===== src/rtl/slfr_pkg.sv =====
package slfr_pkg;

  // Fixed field widths of the frame format.
  localparam int BYTE_W = 8;
  localparam int WORD_W = 16;
  localparam int CFG_INDEX_W = 2;

  // Default depth of the request queue between front and back.
  localparam int QUEUE_DEPTH_DEF = 2;

  // Sync pair that opens every frame.
  localparam logic [BYTE_W-1:0] SYNC_A = 8'hAB;
  localparam logic [BYTE_W-1:0] SYNC_B = 8'hBA;

  // Register indexes of the configuration port.
  localparam logic [CFG_INDEX_W-1:0] REG_TIMEOUT_TICKS = 2'd0;
  localparam logic [CFG_INDEX_W-1:0] REG_MAX_BODY_LEN = 2'd1;

  // Reset values of the configuration registers.
  localparam logic [WORD_W-1:0] TIMEOUT_TICKS_RST = 16'd200;
  localparam logic [WORD_W-1:0] MAX_BODY_LEN_RST = 16'd256;

  // Input item function codes.
  localparam logic FUNC_BYTE = 1'b0;
  localparam logic FUNC_TICK = 1'b1;

  // Result kinds.
  localparam logic KIND_BODY = 1'b0;
  localparam logic KIND_REPORT = 1'b1;

  // Frame end status codes.
  localparam logic [1:0] ST_OK = 2'd0;
  localparam logic [1:0] ST_CHECK_ERR = 2'd1;
  localparam logic [1:0] ST_TOO_LONG = 2'd2;
  localparam logic [1:0] ST_TIMEOUT = 2'd3;

  // Request classes decided by the front.
  localparam logic [1:0] CLS_TICK = 2'd0;
  localparam logic [1:0] CLS_SYNC_A = 2'd1;
  localparam logic [1:0] CLS_SYNC_B = 2'd2;
  localparam logic [1:0] CLS_DATA = 2'd3;

  typedef struct packed {
    logic              func;
    logic [BYTE_W-1:0] rx_byte;
  } in_item_t;

  typedef struct packed {
    logic              kind;
    logic [BYTE_W-1:0] body_byte;
    logic [1:0]        status;
    logic [BYTE_W-1:0] src_id;
    logic [BYTE_W-1:0] dest_id;
    logic [BYTE_W-1:0] cmd_code;
    logic [WORD_W-1:0] msg_index;
    logic [WORD_W-1:0] body_length;
  } out_item_t;

  // One classified request as it travels through the queue.
  typedef struct packed {
    logic [1:0]        cls;
    logic [BYTE_W-1:0] data;
  } req_t;

endpackage


===== src/rtl/sync_length_lrc_frame_receiver.sv =====
// Frame receiver for sync-word framed, length-prefixed messages with a
// 16-bit LRC. Each input request is a received byte or one poll tick. The
// receiver hunts for the sync pair 0xAB 0xBA, reads the length, source,
// destination, command and index header, passes each body byte out as it
// arrives, and ends each frame with a report carrying the header fields and
// a status (ok, checksum error, length too long or timeout). Requests enter
// a small queue at the input and a result register at the output, so one
// request is taken every clock cycle while the output is drained; a result
// is registered at the output from the parser step that takes its request,
// paced by the single parser step per cycle. Configuration writes are always
// accepted and must only be issued while the receiver is idle. No memory
// clearing is needed after reset.
module sync_length_lrc_frame_receiver
  import slfr_pkg::*;
#(
  parameter int QUEUE_DEPTH = QUEUE_DEPTH_DEF
) (
  input  logic                   clk,
  input  logic                   rst,
  input  logic                   in_valid,
  output logic                   in_ready,
  input  in_item_t               in_item,
  output logic                   out_valid,
  input  logic                   out_ready,
  output out_item_t              out_item,
  input  logic                   cfg_valid,
  output logic                   cfg_ready,
  input  logic [CFG_INDEX_W-1:0] cfg_index,
  input  logic [WORD_W-1:0]      cfg_data
);

  logic q_valid;
  logic q_pop;
  req_t q_req;

  // Front: classifies and queues requests.
  slfr_front #(
    .DEPTH(QUEUE_DEPTH)
  ) u_front (
    .clk      (clk),
    .rst      (rst),
    .in_valid (in_valid),
    .in_ready (in_ready),
    .in_item  (in_item),
    .q_valid  (q_valid),
    .q_req    (q_req),
    .q_pop    (q_pop)
  );

  // Back: frame parser, checksum and result register.
  slfr_back u_back (
    .clk       (clk),
    .rst       (rst),
    .q_valid   (q_valid),
    .q_req     (q_req),
    .q_pop     (q_pop),
    .cfg_valid (cfg_valid),
    .cfg_ready (cfg_ready),
    .cfg_index (cfg_index),
    .cfg_data  (cfg_data),
    .out_valid (out_valid),
    .out_ready (out_ready),
    .out_item  (out_item)
  );

endmodule


===== src/rtl/slfr_front.sv =====
module slfr_front
  import slfr_pkg::*;
#(
  parameter int DEPTH = QUEUE_DEPTH_DEF
) (
  input  logic     clk,
  input  logic     rst,
  input  logic     in_valid,
  output logic     in_ready,
  input  in_item_t in_item,
  output logic     q_valid,
  output req_t     q_req,
  input  logic     q_pop
);

  localparam int PTR_W = (DEPTH > 1) ? $clog2(DEPTH) : 1;
  localparam int CNT_W = $clog2(DEPTH + 1);

  req_t             slots [DEPTH];
  logic [PTR_W-1:0] wr_ptr;
  logic [PTR_W-1:0] rd_ptr;
  logic [CNT_W-1:0] count;
  req_t             req_in;
  logic             push;
  logic             pop;

  // Classify the incoming request.
  always_comb begin
    req_in.data = in_item.rx_byte;
    if (in_item.func == FUNC_TICK) begin
      req_in.cls = CLS_TICK;
    end else if (in_item.rx_byte == SYNC_A) begin
      req_in.cls = CLS_SYNC_A;
    end else if (in_item.rx_byte == SYNC_B) begin
      req_in.cls = CLS_SYNC_B;
    end else begin
      req_in.cls = CLS_DATA;
    end
  end

  assign in_ready = (count != CNT_W'(DEPTH));
  assign q_valid  = (count != '0);
  assign q_req    = slots[rd_ptr];
  assign push     = in_valid && in_ready;
  assign pop      = q_pop && q_valid;

  // Queue storage.
  always_ff @(posedge clk) begin
    if (push) begin
      slots[wr_ptr] <= req_in;
    end
  end

  // Queue pointers and fill count.
  always_ff @(posedge clk) begin
    if (rst) begin
      wr_ptr <= '0;
      rd_ptr <= '0;
      count  <= '0;
    end else begin
      if (push) begin
        wr_ptr <= (wr_ptr == PTR_W'(DEPTH - 1)) ? '0 : wr_ptr + 1'b1;
      end
      if (pop) begin
        rd_ptr <= (rd_ptr == PTR_W'(DEPTH - 1)) ? '0 : rd_ptr + 1'b1;
      end
      if (push && !pop) begin
        count <= count + 1'b1;
      end else if (pop && !push) begin
        count <= count - 1'b1;
      end
    end
  end

endmodule


===== src/rtl/slfr_back.sv =====
module slfr_back
  import slfr_pkg::*;
(
  input  logic                   clk,
  input  logic                   rst,
  input  logic                   q_valid,
  input  req_t                   q_req,
  output logic                   q_pop,
  input  logic                   cfg_valid,
  output logic                   cfg_ready,
  input  logic [CFG_INDEX_W-1:0] cfg_index,
  input  logic [WORD_W-1:0]      cfg_data,
  output logic                   out_valid,
  input  logic                   out_ready,
  output out_item_t              out_item
);

  localparam logic [3:0] PH_HUNT1  = 4'd0;
  localparam logic [3:0] PH_HUNT2  = 4'd1;
  localparam logic [3:0] PH_LEN_LO = 4'd2;
  localparam logic [3:0] PH_LEN_HI = 4'd3;
  localparam logic [3:0] PH_SRC    = 4'd4;
  localparam logic [3:0] PH_DEST   = 4'd5;
  localparam logic [3:0] PH_CMD    = 4'd6;
  localparam logic [3:0] PH_IDX_LO = 4'd7;
  localparam logic [3:0] PH_IDX_HI = 4'd8;
  localparam logic [3:0] PH_BODY   = 4'd9;
  localparam logic [3:0] PH_CHK_LO = 4'd10;
  localparam logic [3:0] PH_CHK_HI = 4'd11;

  logic [WORD_W-1:0] timeout_ticks;
  logic [WORD_W-1:0] max_body_len;

  logic [3:0]        phase;
  logic [WORD_W-1:0] body_count;
  logic [WORD_W-1:0] length_reg;
  logic [WORD_W-1:0] running_sum;
  logic [BYTE_W-1:0] src_reg;
  logic [BYTE_W-1:0] dest_reg;
  logic [BYTE_W-1:0] cmd_reg;
  logic [WORD_W-1:0] index_reg;
  logic [BYTE_W-1:0] check_low_reg;
  logic [WORD_W-1:0] timer_left;

  logic              take;
  logic              is_tick;
  logic [BYTE_W-1:0] b;
  logic [WORD_W-1:0] sum_next;
  logic [WORD_W-1:0] length_next;
  logic [WORD_W-1:0] count_next;
  logic [WORD_W-1:0] check_word;
  logic              timer_expired;
  logic              res_valid;
  out_item_t         res;

  // Configuration registers.
  assign cfg_ready = 1'b1;

  always_ff @(posedge clk) begin
    if (rst) begin
      timeout_ticks <= TIMEOUT_TICKS_RST;
      max_body_len  <= MAX_BODY_LEN_RST;
    end else if (cfg_valid) begin
      if (cfg_index == REG_TIMEOUT_TICKS) begin
        timeout_ticks <= cfg_data;
      end else if (cfg_index == REG_MAX_BODY_LEN) begin
        max_body_len <= cfg_data;
      end
    end
  end

  // A request is taken when the result register is free or drains now.
  assign q_pop = q_valid && (!out_valid || out_ready);
  assign take  = q_pop;

  assign is_tick       = (q_req.cls == CLS_TICK);
  assign b             = q_req.data;
  assign sum_next      = running_sum + WORD_W'(b);
  assign length_next   = {b, length_reg[BYTE_W-1:0]};
  assign count_next    = body_count + 1'b1;
  assign check_word    = {b, check_low_reg};
  assign timer_expired = (timer_left <= WORD_W'(1));

  // Result of the current request, built from the frame registers and the current byte.
  always_comb begin
    res_valid       = 1'b0;
    res.kind        = KIND_BODY;
    res.body_byte   = '0;
    res.status      = ST_OK;
    res.src_id      = src_reg;
    res.dest_id     = dest_reg;
    res.cmd_code    = cmd_reg;
    res.msg_index   = index_reg;
    res.body_length = length_reg;
    if (is_tick) begin
      if (phase != PH_HUNT1 && phase != PH_HUNT2 && timer_expired) begin
        res_valid  = 1'b1;
        res.kind   = KIND_REPORT;
        res.status = ST_TIMEOUT;
      end
    end else begin
      case (phase)
        PH_LEN_HI: begin
          if (length_next > max_body_len) begin
            res_valid       = 1'b1;
            res.kind        = KIND_REPORT;
            res.status      = ST_TOO_LONG;
            res.body_length = length_next;
          end
        end
        PH_BODY: begin
          res_valid     = 1'b1;
          res.body_byte = b;
        end
        PH_CHK_HI: begin
          res_valid  = 1'b1;
          res.kind   = KIND_REPORT;
          res.status = ((running_sum + check_word) == '0) ? ST_OK : ST_CHECK_ERR;
        end
        default: begin
          res_valid = 1'b0;
        end
      endcase
    end
  end

  // Frame parser.
  always_ff @(posedge clk) begin
    if (rst) begin
      phase         <= PH_HUNT1;
      timer_left    <= '0;
      body_count    <= '0;
      length_reg    <= '0;
      running_sum   <= '0;
      src_reg       <= '0;
      dest_reg      <= '0;
      cmd_reg       <= '0;
      index_reg     <= '0;
      check_low_reg <= '0;
    end else if (take) begin
      if (is_tick) begin
        if (phase != PH_HUNT1) begin
          if (timer_expired) begin
            phase         <= PH_HUNT1;
            timer_left    <= '0;
            body_count    <= '0;
            length_reg    <= '0;
            running_sum   <= '0;
            src_reg       <= '0;
            dest_reg      <= '0;
            cmd_reg       <= '0;
            index_reg     <= '0;
            check_low_reg <= '0;
          end else begin
            timer_left <= timer_left - 1'b1;
          end
        end
      end else begin
        case (phase)
          PH_HUNT1: begin
            if (q_req.cls == CLS_SYNC_A) begin
              phase      <= PH_HUNT2;
              timer_left <= timeout_ticks;
            end
          end
          PH_HUNT2: begin
            if (q_req.cls == CLS_SYNC_B) begin
              phase         <= PH_LEN_LO;
              body_count    <= '0;
              length_reg    <= '0;
              running_sum   <= '0;
              src_reg       <= '0;
              dest_reg      <= '0;
              cmd_reg       <= '0;
              index_reg     <= '0;
              check_low_reg <= '0;
            end else if (q_req.cls != CLS_SYNC_A) begin
              phase <= PH_HUNT1;
            end
          end
          PH_LEN_LO: begin
            running_sum <= sum_next;
            length_reg  <= WORD_W'(b);
            phase       <= PH_LEN_HI;
          end
          PH_LEN_HI: begin
            if (length_next > max_body_len) begin
              phase         <= PH_HUNT1;
              body_count    <= '0;
              length_reg    <= '0;
              running_sum   <= '0;
              src_reg       <= '0;
              dest_reg      <= '0;
              cmd_reg       <= '0;
              index_reg     <= '0;
              check_low_reg <= '0;
            end else begin
              running_sum <= sum_next;
              length_reg  <= length_next;
              phase       <= PH_SRC;
            end
          end
          PH_SRC: begin
            running_sum <= sum_next;
            src_reg     <= b;
            phase       <= PH_DEST;
          end
          PH_DEST: begin
            running_sum <= sum_next;
            dest_reg    <= b;
            phase       <= PH_CMD;
          end
          PH_CMD: begin
            running_sum <= sum_next;
            cmd_reg     <= b;
            phase       <= PH_IDX_LO;
          end
          PH_IDX_LO: begin
            running_sum <= sum_next;
            index_reg   <= WORD_W'(b);
            phase       <= PH_IDX_HI;
          end
          PH_IDX_HI: begin
            running_sum <= sum_next;
            index_reg   <= {b, index_reg[BYTE_W-1:0]};
            body_count  <= '0;
            phase       <= (length_reg == '0) ? PH_CHK_LO : PH_BODY;
          end
          PH_BODY: begin
            running_sum <= sum_next;
            body_count  <= count_next;
            if (count_next >= length_reg) begin
              phase <= PH_CHK_LO;
            end
          end
          PH_CHK_LO: begin
            check_low_reg <= b;
            phase         <= PH_CHK_HI;
          end
          PH_CHK_HI: begin
            phase         <= PH_HUNT1;
            timer_left    <= '0;
            body_count    <= '0;
            length_reg    <= '0;
            running_sum   <= '0;
            src_reg       <= '0;
            dest_reg      <= '0;
            cmd_reg       <= '0;
            index_reg     <= '0;
            check_low_reg <= '0;
          end
          default: begin
            phase <= PH_HUNT1;
          end
        endcase
      end
    end
  end

  // Result register toward the output channel.
  always_ff @(posedge clk) begin
    if (rst) begin
      out_valid <= 1'b0;
    end else if (take && res_valid) begin
      out_valid <= 1'b1;
    end else if (out_ready) begin
      out_valid <= 1'b0;
    end
  end

  always_ff @(posedge clk) begin
    if (take && res_valid) begin
      out_item <= res;
    end
  end

endmodule

===== config.mk =====
export PLATFORM = sky130hd
export DESIGN_NAME = sync_length_lrc_frame_receiver
export DESIGN_NICKNAME = d
export VERILOG_FILES = /design/src/rtl/slfr_pkg.sv /design/src/rtl/sync_length_lrc_frame_receiver.sv /design/src/rtl/slfr_front.sv /design/src/rtl/slfr_back.sv
export SDC_FILE = /design/constraint.sdc
export NUM_CORES = 1
export LEC_CHECK = 0
export ABC_AREA = 0
export BUFFER_PORTS_ARGS = -buffer_cell sky130_fd_sc_hd__buf_2
export CORE_ASPECT_RATIO = 0.5
export CORE_MARGIN = 2
export CORE_UTILIZATION = 55
export DETAILED_ROUTE_END_ITERATION = 8
export PLACE_DENSITY = 0.7
export SETUP_SLACK_MARGIN = 0.1
export SLEW_MARGIN = 40
export SYNTH_ARGS = -nofsm -noshare
export SYNTH_HDL_FRONTEND = slang
export SYNTH_SLANG_ARGS = --single-unit

===== constraint.sdc =====
create_clock -name clk -period 10.2 [get_ports clk]
set_clock_uncertainty 0.2 [all_clocks]
set_input_delay 0.51 -clock clk [delete_from_list [all_inputs] [get_ports clk]]
set_output_delay 0.51 -clock clk [all_outputs]
set_load 0.01 [all_outputs]

# Yosys cells after proc, flatten, opt, wreduce, memory -nomap -nowiden
# Memories as Yosys holds them, arrays and structs flattened. A register that Yosys moved wholly into a read port is not among the register bits.
# Index checks and enable logic that the tools add are counted.
# totals
reg_bits	220
mem_bits_rw	20
inputBits	32
output_inout_bits	70
wordCells	184
mem_count	1
# memory_table
memory	depth	word_bits	read_ports	rd_ports_with_merged_regs	write_ports	line_no	rtl
u_front.slots	2	10	1	1	1	slfr_front.sv:19	req_t slots [DEPTH];
# op_classes
addsub	8
order_cmp	3
eq_ne	27
n_mux	68
bitwise	2
reduce_logical	49
# ops
op	count
2-to-1 mux 16 bit	17
one-hot mux 16 bit (4 select lines)	3
one-hot mux 8 bit (4 select lines)	4
one-hot mux 16 bit (5 select lines)	1
2-to-1 mux 8 bit	8
AND reduction 6 bit	8
one-hot mux 4 bit (11 select lines)	1
nonzero test 5 bit	8
zero test 16 bit	2
one-hot mux 16 bit (2 select lines)	1
2-to-1 mux 4 bit	7
adder 16 x 1 -> 16 bit, second input constant	1
adder 16 bit	1
adder 16 x 8 -> 16 bit	1
equality test 4 x 3 -> 1 bit, second input constant	4
equality test 4 bit, second input constant	4
equality test 8 bit, second input constant	2
>= comparator 16 bit	1
greater-than comparator 16 bit	1
less-or-equal comparator 16 x 1 -> 1 bit, second input constant	1
2-to-1 mux 2 bit	8
subtractor 16 x 1 -> 16 bit, second input constant	1
2-to-1 mux 1 bit	14
!= test 3 x 1 -> 1 bit, second input constant	4
other kinds (30)	54

# Depth between registers and ports, before layout
# Gate-level depths: netlist of the first run.
# logic_depth
ltp_word	7
depth_mapped	13
ltp_nobuf	13

# By module
# From an unflattened synthesis of the first run, not the netlist that was laid out.
# unflattened
hier_cells	1184
hier_area_um2	11631.2
# modules_own_cells
module	instances	cells_each	area_each_um2
slfr_back	1	1123	10646.5
slfr_front	1	61	984.7

# Least setup slack after synthesis of the first run
# Ideal clock, no wire load.
# synth_path
path_kind	register -> register
from	reg (tool-made name)
to	reg, netlist name u_back.out_item[0]
setup_ps	532
t_arrival_ps	6339
t_required_ps	9468
slack_ps	3129
stages_incl_launch_ff	13
path_buffers	2
period_less_slack_ps	7071
cell_sequence	dfxtp_1 -> buf_2 -> mux2i_1 -> clkbuf_1 -> inv_1 -> ha_1 -> and4_1 -> nand3_1 -> a31oi_1 -> a21oi_1 -> nor3_1 -> nor2b_1 -> a31oi_1

==> results of run 1 <==
==> through the flow <==
stage | cell area (um2) | power (mW)
floorplan | 12100 | 1.72
finish | 13600 | 2.80
global placement | 12800 | 1.93
detailed placement | 12800 | 1.95
global route | 13600 | 2.94
CTS | 13600 | 2.79
==> layout by cell type (no fill, tap or decap), types with 4 or more instances in the layout <==
cell | synthesis | final
nor3_1 | 25 | 24
inv_1 | 57 | 57
a21oi_1 | 91 | 91
a21o_1 | 17 | 17
o21a_1 | 5 | 5
and4_1 | 5 | 5
dlygate4sd3_1 | 0 | 5
or4_1 | 4 | 4
nand2_1 | 131 | 131
nand4_1 | 13 | 13
xnor2_1 | 19 | 19
and2_1 | 4 | 4
a21boi_0 | 5 | 5
o211ai_1 | 6 | 6
nand3b_1 | 5 | 5
ha_1 | 59 | 59
buf_4 | 1 | 14
clkbuf_1 | 53 | 5
and3_1 | 10 | 10
buf_2 | 5 | 99
mux2i_1 | 73 | 71
a211oi_1 | 13 | 12
o31ai_1 | 6 | 6
nor2b_1 | 7 | 7
clkbuf_16 | 0 | 23
xor2_1 | 13 | 13
dfxtp_1 | 154 | 154
edfxtp_1 | 87 | 87
o21ai_0 | 53 | 53
nor3b_1 | 7 | 7
or3_1 | 13 | 13
nor4_4 | 4 | 4
a22oi_1 | 22 | 22
nor2_1 | 209 | 208
a31oi_1 | 8 | 7
o21bai_1 | 5 | 5
nand2b_1 | 8 | 8
or2_2 | 6 | 6
nor4_1 | 16 | 14
nand3_1 | 31 | 31
==> power groups by stage <==
stage / clock, mW / sequential (mW) / combinational [mW]
6_report: 0.844 / 1.09 / 0.866
2_1_floorplan: 0 / 1.08 / 0.644
3_5_place_dp: 0 / 1.11 / 0.843
5_1_grt: 0.896 / 1.09 / 0.947
4_1_cts: 0.855 / 1.08 / 0.850
3_3_place_gp: 0 / 1.10 / 0.825
==> metal layers <==
layer / track usage / vias to the layer above
li1: - / 4802
met1: 0.395 / 4729
met2: 0.412 / 369
met3: 0.0547 / 43
met4: 0.0625 / 0
met5: 0 / -
==> worst reg2reg max path, stage by stage (launching register included) <==
cell	delay [ps]
dfxtp_1	780
mux2i_2	730
inv_1	260
ha_1	340
and3_1	200
a221o_1	300
a21o_1	230
a211oi_4	630
o21a_1	490
or3b_2	480
a31oi_1	180
==> logic make-up (layout without fill, tap and decap cells) <==
| kind of cell | Yosys count | in the layout | synth area share |
|---|---|---|---|
| muxes | 74 | 74 | 0.0615 |
| adders and majority gates | 61 | 61 | 0.0645 |
| xor gates and xnor gates | 32 | 32 | 0.0232 |
| and+or+nand+nor | 511 | 511 | 0.200 |
| buffers and inverters | 120 | 218 | 0.0394 |
| AOI/OAI and AO/OA | 264 | 264 | 0.139 |
| other | 1 | 1 | 0.000311 |
| DFF | 241 | 241 | 0.472 |
==> layout make-up <==
class | count | area share
repair buffers | 120 | 0.0493
multi-input cells | 943 | 0.436
well taps | 300 | 0.0275
inverters | 57 | 0.0157
clock inverters | 11 | 0.00908
clock buffers | 30 | 0.0451
flip-flops and latches | 241 | 0.417
==> final timing paths <==
check / startpoint / end / slack [ps] / cells past startpoint
worst max register to register: register / u_back.running_sum[13] / 5300 / 10
worst min-delay path: in_item[1] / u_front.slots[0][1] / 10 / 1
worst min register to register: u_back.src_reg[7] / u_back.out_item[55] / 240 / 0
worst max-delay path: register / u_back.running_sum[13] / 5300 / 10
==> what timing repair did <==
| item | CTS | global route |
|---|---|---|
| hold buffers | 5 | 0 |
| hold endpoints to repair | 10 | 0 |
| endpoints found under the setup margin | 0 | 0 |
| setup buffers | 0 | 0 |
==> flow_summary.toml, run 1 <==
[run_status]
outcome = "finished, final reports clean"

[layout]
stdcell_count = 1702
reg_top3 = "u_back.out_item (67), u_front.slots (20)"
antennaDiodeCount = 0
num-nets-final = 1479
n_fill_cell = 1833
regArea_um2 = 5700
largest_reg_flops = 67
final_util = 0.632
top_register = "u_back.out_item"
drive_gt1_frac = 0.131
multi_input_area_um2 = 5950
area_delta_synth_final_pct = 13.1

[synth]
syn_inst = 1304
yosysSeqAreaShare = 0.472
synth_edf_count = 87
synth_area_leaders = "dfxtp_1 (26%), edfxtp_1 (22%), nor2_1 (6.5%), ha_1 (6.1%), mux2i_1 (6.1%)"
ys_ff_latch = 241
synthMostInstantiatedCell = "nor2_1"
ys_types = 72
syn_avg_cell_area_um2 = 9.25
synth_top_area_cell = "dfxtp_1"
synth_nets = 1397
yosysWarnings = 0
synth_common_cells = "nor2_1 (209), dfxtp_1 (154), nand2_1 (131)"
async_reset_ff_frac = 0
yosysTopAreaCellShare = 0.255
synthFlopType = "dfxtp_1"
syn_area_um2 = 12100

[clock_tree]
clk_pin_slew_ps = 60
cts_root_buf = "clkbuf_16"
cts_sinks = 241
clockBufferDepth = 3
insertion_delay_ps = 510
cts_buffers = 23
h-tree-depth = 1
cts-resized-gates = 0
cts_tree = "built"

[route]
num_vias = 9943
wl_per_cell_um = 18.3
met2_length_mm = 13.3
met1_length_mm = 14.7
drt-initial-drc-count = 979
drtAntennaViolNets = 0
drt-total-wl_mm = 31.1
via_per_inst = 5.84
dr.pass1.iters = 5
drc = 0
highest-signal-layer = "met4"
dr_wl_met3_mm = 2.44

[sta]
final.setup.worst_slack_ps = 5300
hold_violations = 0
max_slew_margin = 0.441
slew_viol_final = 0
period_share = 0.481
setup-tns-final_ps = 0
rsz0062_at_grt = "false"
whs_ps = 13.3
min_period_ps = 4900
max_freq_mhz = 204
tightest_slew_ps = 832
setup_viol = 0

[critical_path]
critical_path_class = "register to register"
cp_top_family = "compound AO/OA/AOI/OAI gates"
endpoint_kind = "register"
crit_buf_inv = 1
critPathMaxFanout = 14
slowest_delay_ps = 780
start_kind = "register"
crit_chain = "mux2i_2, inv_1, ha_1, and3_1, a221o_1, a21o_1, a211oi_4, o21a_1, or3b_2, a31oi_1"
crit_slowest_cell = "dfxtp_1"
cp_data_arrival_time_ps = 5130
required_ps = 10430

[floorplan]
die_w_um = 213
ios = 102
fp.coreArea_um2 = 21600
dieArea_um2 = 23200
start_util = 0.559
die_h_um = 109
rows = 38

[global_routing]
overflow = 0
grt_pass1_vias = 9161
gr-usage-all-layers = 0.270
antenna_found_initial = 0
grt_start_max_net_pins = 78
grt_pass1_wl_mm = 49.0

[placement]
gp_congestion = 0.889
dp_slack_ps = 5180
dp_hpwl_mm = 21.9
place.port_buffers = 100
dp.cells = 1656

[pwr]
ir_drop_mv = 0.138
switchingPower_uw = 977
switching_share = 0.349
leakage_nw = 5.51
powerDensity_nw_per_um2 = 205
power_frac_seq = 0.389
internal_power_mw = 1.82
comb_power_share = 0.309
clkPwrFrac = 0.302

[job]
drv_cap = 0

[min_path]
min_path_type = "input pin to register"
Power figures use the tool's default switching activity.
==> run 2, diff against run 1 <==
==> constraint.sdc (replaced) <==
create_clock -name clk -period 4.66 [get_ports clk]
set_clock_uncertainty 0.2 [all_clocks]
set_input_delay 0.233 -clock clk [delete_from_list [all_inputs] [get_ports clk]]
set_output_delay 0.233 -clock clk [all_outputs]
set_load 0.01 [all_outputs]
==> flow_summary.toml, run 2 (same netlist as run 1, synthesis figures left out) <==
[run_status]
outcome = "finished, final reports clean"

[route]
dr.pass1.iters = 6
drtAntennaViolNets = 0
drc = 0
drt-total-wl_mm = 31.6
via_per_inst = 5.83
drt-initial-drc-count = 929
num_vias = 10088
wl_per_cell_um = 18.3

[sta]
rsz0062_at_grt = "false"
setup_viol = 0
setup-tns-final_ps = 0
slew_viol_final = 0
tightest_slew_ps = 864
max_slew_margin = 0.420
max_freq_mhz = 237
final.setup.worst_slack_ps = 448
hold_violations = 0
min_period_ps = 4210
period_share = 0.904

[floorplan]
die_w_um = 213
dieArea_um2 = 23200
die_h_um = 109
start_util = 0.559
rows = 38
fp.coreArea_um2 = 21600
ios = 102

[layout]
reg_top3 = "u_back.out_item (67), u_front.slots (20)"
num-nets-final = 1505
final_common_cell = "nor2_1"
area_delta_synth_final_pct = 14.9
largest_reg_flops = 67
drive_gt1_frac = 0.134
most-common-layout-cells = "nor2_1 (207), dfxtp_1 (154), nand2_1 (131)"
top_register = "u_back.out_item"

[critical_path]
endpoint_kind = "register"
critical_path_class = "register to register"
cp_data_arrival_time_ps = 4450
regToRegSetupSlack_ps = 450
start_kind = "register"
critPathMaxFanout = 14
reg2reg_depth = 10
required_ps = 4900

[clock_tree]
insertion_delay_ps = 520
clockBufferDepth = 3
cts_tree = "built"
cts_buffers = 22
h-tree-depth = 1
clk_pin_slew_ps = 70
cts_sinks = 241
cts_root_buf = "clkbuf_16"

[min_path]
whs_path_depth = 2
min_path_type = "input pin to register"

[placement]
dp_slack_ps = 475
dp_hpwl_mm = 22.4
gp_congestion = 0.950
place.port_buffers = 100

[global_routing]
use_met1 = 0.405
grt_pass1_vias = 9279
met2_usage = 0.430
grt.met3_usage = 0.0444
overflow = 0
gr-usage-all-layers = 0.273
grt_start_max_net_pins = 83
busiest_layer = "met2"
antenna_found_initial = 0
grt_pass1_wl_mm = 49.6

[pwr]
powerDensity_nw_per_um2 = 441
ir_drop_mv = 0.245
leakage_nw = 5.62

[job]
drv_cap = 0
-- run 2: cell types whose count changed in the layout (fill, tap and decap cells not counted), sizes merged --
cell and delta:
dlygate4sd3 +21, diode +1, bufinv -1, clkbuf -1
clkinv +2, inv -1, buf +6
-- run 2: path summary, 6_finish.rpt --
| check | start | end |
|---|---|---|
| worst min-delay path | rst | u_back.timer_left[9] |
| worst min register to register | u_back.cmd_reg[5] | u_back.out_item[37] |
| worst max-delay path | register | u_back.running_sum[13] |
| worst max register to register | register | u_back.running_sum[13] |
-- run 2: where the power goes --
part           switching [mW]  total (mW)  internal, mW
registers               0.110        2.38          2.27
clock network           0.797        1.81          1.01
logic                    1.25        1.93         0.680
-- run 2: cell type report --
| class | instances | area [um2] |
|---|---|---|
| diodes | 1 | 2.50 |
| clock buffers | 29 | 628 |
| clock inverters | 11 | 85.1 |
| fillers | 1837 | 7720 |
| inverters | 57 | 214 |
| multi-input cells | 943 | 5940 |
| flip-flops and latches | 241 | 5700 |
| well taps | 300 | 375 |
| repair buffers | 147 | 925 |
-- run 2: timing repair --
action	CTS	global route
hold buffers	26	0
buffers inserted	0	0
hold endpoints to repair	53	0
resized for setup	0	0
-- run 2: metrics by stage --
stage	hold slack (ps)	area [um2]	instances	utilization	power, mW
after detailed placement	216	12900	1662	0.597	4.29
after global routing	44.5	13900	1728	0.642	6.43
after floorplan	132	12100	1304	-	3.78
final	22.4	13900	1729	0.642	6.11
after CTS	3.17	13900	1728	0.642	6.11
after global placement	213	12900	1662	0.597	4.24
-- run 2: layer usage --
layer | up-vias | share of wire
met4 | 0 | 0.010
met3 | 31 | 0.077
li1 | 4851 | -
met2 | 394 | 0.44
met5 | - | 0
met1 | 4812 | 0.47
-- run 2: critical path, stage by stage, from the launching register on --
cell and delay [ps]:
dfxtp_1 740, mux2i_1 340, inv_1 130, ha_1 290, and4_1 230, nand3_1 150, or4_1 590, a311oi_1 410
o21a_1 400, or3b_2 480, a31oi_1 180
